$ cat src/rtl/core/bcd_pkg.sv
package bcd_pkg;

  localparam int CFG_DATA_W  = 16;
  localparam int CFG_INDEX_W = 3;

  // Register indexes on the configuration port
  localparam logic [CFG_INDEX_W-1:0] REG_PRESSED_HIGH = 3'd0;
  localparam logic [CFG_INDEX_W-1:0] REG_DEBOUNCE     = 3'd1;
  localparam logic [CFG_INDEX_W-1:0] REG_LONG_PRESS   = 3'd2;
  localparam logic [CFG_INDEX_W-1:0] REG_SHORT_PRESS  = 3'd3;
  localparam logic [CFG_INDEX_W-1:0] REG_MAX_CLICK    = 3'd4;
  localparam logic [CFG_INDEX_W-1:0] REG_MULTI_TARGET = 3'd5;

  // Register reset values
  localparam logic        RST_PRESSED_HIGH = 1'b0;
  localparam logic [7:0]  RST_DEBOUNCE     = 8'd10;
  localparam logic [15:0] RST_LONG_PRESS   = 16'd1000;
  localparam logic [15:0] RST_SHORT_PRESS  = 16'd300;
  localparam logic [15:0] RST_MAX_CLICK    = 16'd0;
  localparam logic [7:0]  RST_MULTI_TARGET = 8'd3;

  // Click counting
  localparam logic [7:0] DOUBLE_COUNT = 8'd2;
  localparam logic [7:0] COUNT_MAX    = 8'd255;

  typedef struct packed {
    logic        pressed_high;
    logic [7:0]  debounce_ms;
    logic [15:0] long_press_ms;
    logic [15:0] short_press_ms;
    logic [15:0] max_click_ms;
    logic [7:0]  multi_click_target;
  } bcd_cfg_t;

  typedef struct packed {
    logic [31:0] now_ms;
    logic        pin_level;
  } bcd_in_t;

  typedef struct packed {
    logic        is_pressed;
    logic        press_down;
    logic        press_up;
    logic        long_press;
    logic        double_click;
    logic        multi_click;
    logic        single_click;
    logic [31:0] held_ms;
  } bcd_out_t;

endpackage

$ cat src/rtl/core/button_click_detector_unit.sv
// Button click detector: each input word is one poll (millisecond timestamp and
// raw pin level) and yields exactly one result word with the debounced level,
// press/release, long press, double, multiple and single click flags and the
// held time. A poll passes an input register, is worked against the button
// state and lands in the result register, so one poll per clock is sustained
// while result words are taken; the combinational update of the button state
// (32-bit wrapping subtract-and-compare steps) sets that rate. A result word
// that waits stalls the input only once the input register also holds a poll.
// Registers are to be written through the plain write port only while no poll
// is in flight; the block itself does not enforce this.
module button_click_detector_unit
  import bcd_pkg::*;
(
  input  logic                   clk,
  input  logic                   rst,
  input  logic                   cfg_write,
  input  logic [CFG_INDEX_W-1:0] cfg_index,
  input  logic [CFG_DATA_W-1:0]  cfg_data,
  input  logic                   in_valid,
  output logic                   in_ready,
  input  bcd_in_t                in_data,
  output logic                   out_valid,
  input  logic                   out_ready,
  output bcd_out_t               out_data
);

  bcd_cfg_t cfg;
  bcd_in_t  poll;
  logic     poll_valid;
  logic     advance;
  logic     step;
  bcd_out_t result;

  bcd_cfg u_cfg (
    .clk       (clk),
    .rst       (rst),
    .cfg_write (cfg_write),
    .cfg_index (cfg_index),
    .cfg_data  (cfg_data),
    .cfg       (cfg)
  );

  // Result register frees when empty or taken
  assign advance  = !out_valid || out_ready;
  assign step     = poll_valid && advance;
  assign in_ready = !poll_valid || advance;

  // Input register
  always_ff @(posedge clk) begin
    if (rst) begin
      poll_valid <= 1'b0;
    end else if (in_ready) begin
      poll_valid <= in_valid;
    end
  end

  always_ff @(posedge clk) begin
    if (in_ready && in_valid) begin
      poll <= in_data;
    end
  end

  bcd_core u_core (
    .clk    (clk),
    .rst    (rst),
    .step   (step),
    .cfg    (cfg),
    .poll   (poll),
    .result (result)
  );

  // Result register
  always_ff @(posedge clk) begin
    if (rst) begin
      out_valid <= 1'b0;
    end else if (advance) begin
      out_valid <= poll_valid;
    end
  end

  always_ff @(posedge clk) begin
    if (step) begin
      out_data <= result;
    end
  end

endmodule

$ cat src/rtl/core/bcd_cfg.sv
module bcd_cfg
  import bcd_pkg::*;
(
  input  logic                   clk,
  input  logic                   rst,
  input  logic                   cfg_write,
  input  logic [CFG_INDEX_W-1:0] cfg_index,
  input  logic [CFG_DATA_W-1:0]  cfg_data,
  output bcd_cfg_t               cfg
);

  // Decode writes into the register file; unknown indexes drop
  always_ff @(posedge clk) begin
    if (rst) begin
      cfg.pressed_high       <= RST_PRESSED_HIGH;
      cfg.debounce_ms        <= RST_DEBOUNCE;
      cfg.long_press_ms      <= RST_LONG_PRESS;
      cfg.short_press_ms     <= RST_SHORT_PRESS;
      cfg.max_click_ms       <= RST_MAX_CLICK;
      cfg.multi_click_target <= RST_MULTI_TARGET;
    end else if (cfg_write) begin
      case (cfg_index)
        REG_PRESSED_HIGH: cfg.pressed_high       <= cfg_data[0];
        REG_DEBOUNCE:     cfg.debounce_ms        <= cfg_data[7:0];
        REG_LONG_PRESS:   cfg.long_press_ms      <= cfg_data;
        REG_SHORT_PRESS:  cfg.short_press_ms     <= cfg_data;
        REG_MAX_CLICK:    cfg.max_click_ms       <= cfg_data;
        REG_MULTI_TARGET: cfg.multi_click_target <= cfg_data[7:0];
        default: ;
      endcase
    end
  end

endmodule

$ cat src/rtl/core/bcd_core.sv
module bcd_core
  import bcd_pkg::*;
(
  input  logic     clk,
  input  logic     rst,
  input  logic     step,
  input  bcd_cfg_t cfg,
  input  bcd_in_t  poll,
  output bcd_out_t result
);

  // Button state
  logic        raw_active;
  logic [31:0] raw_change_time;
  logic        debounced;
  logic [31:0] press_time;
  logic [31:0] release_time;
  logic        long_fired;
  logic [7:0]  click_count;

  logic        raw_active_next;
  logic [31:0] raw_change_time_next;
  logic        debounced_next;
  logic [31:0] press_time_next;
  logic [31:0] release_time_next;
  logic        long_fired_next;
  logic [7:0]  click_count_next;

  logic        deb_fire;
  logic        over_limit;
  logic [31:0] now;

  assign now = poll.now_ms;

  // Work one poll: debounce, then release counting, long press, sequence end
  always_comb begin
    result = '0;

    raw_active_next      = (poll.pin_level == cfg.pressed_high);
    raw_change_time_next = (raw_active_next != raw_active) ? now : raw_change_time;

    debounced_next    = debounced;
    press_time_next   = press_time;
    release_time_next = release_time;
    long_fired_next   = long_fired;
    click_count_next  = click_count;

    deb_fire = (raw_active_next != debounced) &&
               ((now - raw_change_time_next) >= {24'd0, cfg.debounce_ms});
    over_limit = (cfg.max_click_ms != 16'd0) &&
                 ((now - press_time) > {16'd0, cfg.max_click_ms});

    if (deb_fire) begin
      debounced_next = raw_active_next;
      if (raw_active_next) begin
        press_time_next   = now;
        long_fired_next   = 1'b0;
        result.press_down = 1'b1;
      end else begin
        release_time_next = now;
        result.press_up   = 1'b1;
        if (long_fired || over_limit) begin
          click_count_next = 8'd0;
        end else if (click_count != COUNT_MAX) begin
          click_count_next    = click_count + 8'd1;
          result.double_click = (click_count_next == DOUBLE_COUNT);
          result.multi_click  = (click_count_next == cfg.multi_click_target);
        end
      end
    end

    // Fire long press once per hold
    if (debounced_next && !long_fired_next &&
        ((now - press_time_next) >= {16'd0, cfg.long_press_ms})) begin
      long_fired_next   = 1'b1;
      click_count_next  = 8'd0;
      result.long_press = 1'b1;
    end

    // End the click sequence once the gap after release runs out
    if (!debounced_next && (click_count_next != 8'd0) &&
        ((now - release_time_next) >= {16'd0, cfg.short_press_ms})) begin
      result.single_click = (click_count_next == 8'd1);
      click_count_next    = 8'd0;
    end

    result.is_pressed = debounced_next;
    result.held_ms    = debounced_next ? (now - press_time_next) : 32'd0;
  end

  // Commit state when a poll is worked
  always_ff @(posedge clk) begin
    if (rst) begin
      raw_active      <= 1'b0;
      raw_change_time <= 32'd0;
      debounced       <= 1'b0;
      press_time      <= 32'd0;
      release_time    <= 32'd0;
      long_fired      <= 1'b0;
      click_count     <= 8'd0;
    end else if (step) begin
      raw_active      <= raw_active_next;
      raw_change_time <= raw_change_time_next;
      debounced       <= debounced_next;
      press_time      <= press_time_next;
      release_time    <= release_time_next;
      long_fired      <= long_fired_next;
      click_count     <= click_count_next;
    end
  end

endmodule

$ cat config.mk
export PLATFORM = sky130hd
export DESIGN_NAME = button_click_detector_unit
export DESIGN_NICKNAME = d
export VERILOG_FILES = /design/src/rtl/core/bcd_pkg.sv /design/src/rtl/core/button_click_detector_unit.sv /design/src/rtl/core/bcd_cfg.sv /design/src/rtl/core/bcd_core.sv
export SDC_FILE = /design/constraint.sdc
export NUM_CORES = 1
export LEC_CHECK = 0
export ABC_CLOCK_PERIOD_IN_PS = 15360
export BUFFER_PORTS_ARGS = -buffer_cell sky130_fd_sc_hd__buf_4
export CAP_MARGIN = 15
export CORE_ASPECT_RATIO = 0.75
export CORE_MARGIN = 1.5
export CORE_UTILIZATION = 50
export DETAILED_ROUTE_END_ITERATION = 10
export HOLD_SLACK_MARGIN = 0.03
export PLACE_DENSITY_LB_ADDON = 0.15
export SLEW_MARGIN = 15
export SYNTH_ARGS = -nofsm -noshare
export SYNTH_HDL_FRONTEND = slang
export SYNTH_HIERARCHICAL = 1
export SYNTH_SLANG_ARGS = --single-unit
$ cat constraint.sdc
create_clock -name clk -period 15.36 [get_ports clk]
set_clock_uncertainty 0.1 [all_clocks]
set_input_delay 0.768 -clock clk [delete_from_list [all_inputs] [get_ports clk]]
set_output_delay 0.768 -clock clk [all_outputs]
set_load 0.005 [all_outputs]
==> qor.txt <==
Starting Density = 51.1%
Reg2Reg Depth = 49
NumNets Final = 2686
Slew Limit Headroom = 32.4%
Fin. Hold Viols = 0
Hold-fix buffers, CTS = 0
CP endpoint kind = flop
total wire length = 62200 µm
die area = 40600 µm²
total power = 2.19 mW
Port-buffer cells = 97
Routed WL per cell = 20.8 µm
total track usage = 29.9%
Final ANT Viol Nets = 0
setup ws final = 2.28 ns
worst hold margin = 0.270 ns
initial antenna violation count = 0
max incr delay on CP = 0.67 ns
clk buf depth = 3
diode count = 0
Die Wd = 232 µm
vias in the first global route = 16900
crit-path leading delay family = compound AO/OA/AOI/OAI gates
Mapped Cells = 2433
CP Buf/Inv Count = 3
Final Setup Violations = 0
Ports = 98
GR peak layer = met2
Detailed Route Iter0 Violations = 1829
Slowest-stage cell, CP = xor3_2
PD cells = 101 nW/µm²
Synth Warn # = 6
Mapped Area = 19700 µm²
Max Freq = 76.5 MHz
unrepaired setup endpoints after global routing = false
# rows = 62
Worst Hold End = poll[22]
area leader, netlist = dfxtp_1
Place WS = 2.65 ns
period utilisation layout = 85.1%
Finished Core Util = 56.1%
reg-to-reg slack, setup = 2.28 ns
P_leak = 8.61 nW
reg2reg start = u_cfg/cfg[64]
root buffer cell = clkbuf_16
Seq/Total Area, Yosys = 28.6%
via count = 18500
RR Endpoint = u_core/click_count[3]
Clock Pin Slew Worst Setup and Hold Paths = 0.06 ns
core area = 38600 µm²
syn_area_per_cell = 8.10 µm²
Post-Place Cells = 2938
CP Class = reg -> reg
layout cells sized above 1 = 8.03%
grt met2 use = 45.6%
post-CTS setup buffer count = 0
run status = completed
Least-Margin Pin Slew = 1.01 ns
# resized after CTS = 0
peak fanout along the critical path = 52
DRC viols = 0
Yosys reg bits = 246
largest net degree at the start of global routing = 119
Synth top area share = 17.7%
Layout Cells excl Fill = 2990
ranking of synthesized cells by area = dfxtp_1 18%, edfxtp_1 11%, ha_1 11%
Synthesized Nets = 2663
HP Class = in -> reg
Detailed Routing Iterations Pass 1 = 5
cell mode on critical path = ha_1
Yosys cell types = 101
first-pass GRT wire length = 96100 µm
top_reg_cell synth = dfxtp_1
clock sinks = 246
depth of the CTS H-tree = 1
Tmin final = 13.08 ns
crit path launch type = flop
Final Max Slew Viols = 0
Post-DP HPWL = 47600 µm
CP arrival = 13.47 ns
Peak VDD IR = 0.0000827 V
CTS buffer count = 28
async set or reset register ratio after synthesis = 0%
Hold Crit Start = in_data[22]
CP required = 15.76 ns
total grt overflow = 0
Area Overhead vs Synth = 9.73%
GR Util met1 = 45.2%
EDFF count, synth = 72
Total Neg Setup Slack = 0 ns
Chip Height = 175 µm
MaxCap Viol Count = 0
Via density = 6.19
Hold Path Cell Cnt = 1
GP Congestion = 0.940
DP Area = 20700 µm²
TritonCTS clock tree = built
clock latency on the worst-skew pair = 0.58 ns
Design Area, Final = 21600 µm²
GRT met3 Usage = 3.20%
synthesized netlist by cell type (all sizes together), types with 7 or more instances:
library cell,n
nand3,44
inv,133
edfxtp,72
nor2,246
o21bai,12
o211ai,7
xor2,36
a211oi,71
o22ai,12
a211o,14
a21boi,8
o221ai,8
o2111ai,14
nand2b,96
o311ai,10
o21a,42
or2,9
nor2b,39
nand2,234
o31ai,10
or3,7
and2,30
a31oi,18
xnor2,53
o21ai,108
a2111oi,13
a21o,68
dfxtp,174
a21oi,212
ha,170
mux2i,123
and3,19
nor4,20
nor3,58
clkbuf,87
buf,28
nand4,25
worst max-delay path by stage:
stage          cells after the start                     to     startpoint  slack (ns)
2_1_floorplan                     48  u_core/click_count[3]  u_cfg/cfg[64]        4.61
3_5_place_dp                      49  u_core/click_count[7]  u_cfg/cfg[64]        2.65
6_report                          49  u_core/click_count[3]  u_cfg/cfg[64]        2.28
5_1_grt                           50  u_core/click_count[7]  u_cfg/cfg[64]        1.58
3_3_place_gp                      49  u_core/click_count[7]  u_cfg/cfg[64]        2.69
4_1_cts                           49  u_core/click_count[3]  u_cfg/cfg[64]        2.55
placed cells by master, fill, tap and decap left out, drive strengths merged, types with 13 or more instances in the layout:
master	instances
a2111oi	13
a211o	14
a211oi	71
a21o	68
a21oi	212
a31oi	18
and2	30
and3	19
buf	108
clkbuf	40
dfxtp	174
edfxtp	72
ha	170
inv	134
mux2i	123
nand2	234
nand2b	96
nand3	44
nand4	25
nor2	246
nor2b	39
nor3	58
nor4	20
o2111ai	14
o21a	42
o21ai	108
xnor2	53
xor2	36
registers in the layout, summed over array words and instances, names as in the netlist:
signal / count
u_core/press_time: 32
u_core/click_count: 8
u_core/long_fired: 1
u_core/debounced: 1
u_core/raw_change_time: 32
u_cfg/cfg: 65
out_valid: 1
u_core/release_time: 32
poll_valid: 1
u_core/raw_active: 1
poll: 33
out_data: 39
per-layer routing:
layer | vias up | wire (µm)
met1 | 8876 | 30000
met4 | 0 | 1300
met3 | 90 | 4200
met5 | - | 0
li1 | 8876 | -
met2 | 678 | 26800
layout make-up:
type                       instances  area, µm²
tap                              512        641
fill                            3540      16900
sequential                       246       5650
clock buffer                      40        818
inverter                         133        499
clock inverter                    12        124
multi-input combinational       1939      13100
timing repair buffer             108        815
logic make-up after synthesis:
logic type      Yosys count  synth area share (%)
xor+xnor                 91                  4.20
fa+ha+maj               176                  11.2
mux                     124                  6.30
compound gates          681                  22.9
buf+inv                 248                  5.03
simple gates            867                  21.7
flops                   246                  28.6
power by group:
group / internal, mW / leakage [nW] / switching, mW
sequential: 0.705 / 2.11 / 0.0354
combinational: 0.291 / 6.04 / 0.461
clock: 0.405 / 0.461 / 0.292
total: 1.40 / 8.61 / 0.788
Note: power is estimated with default switching activity, not from simulation.
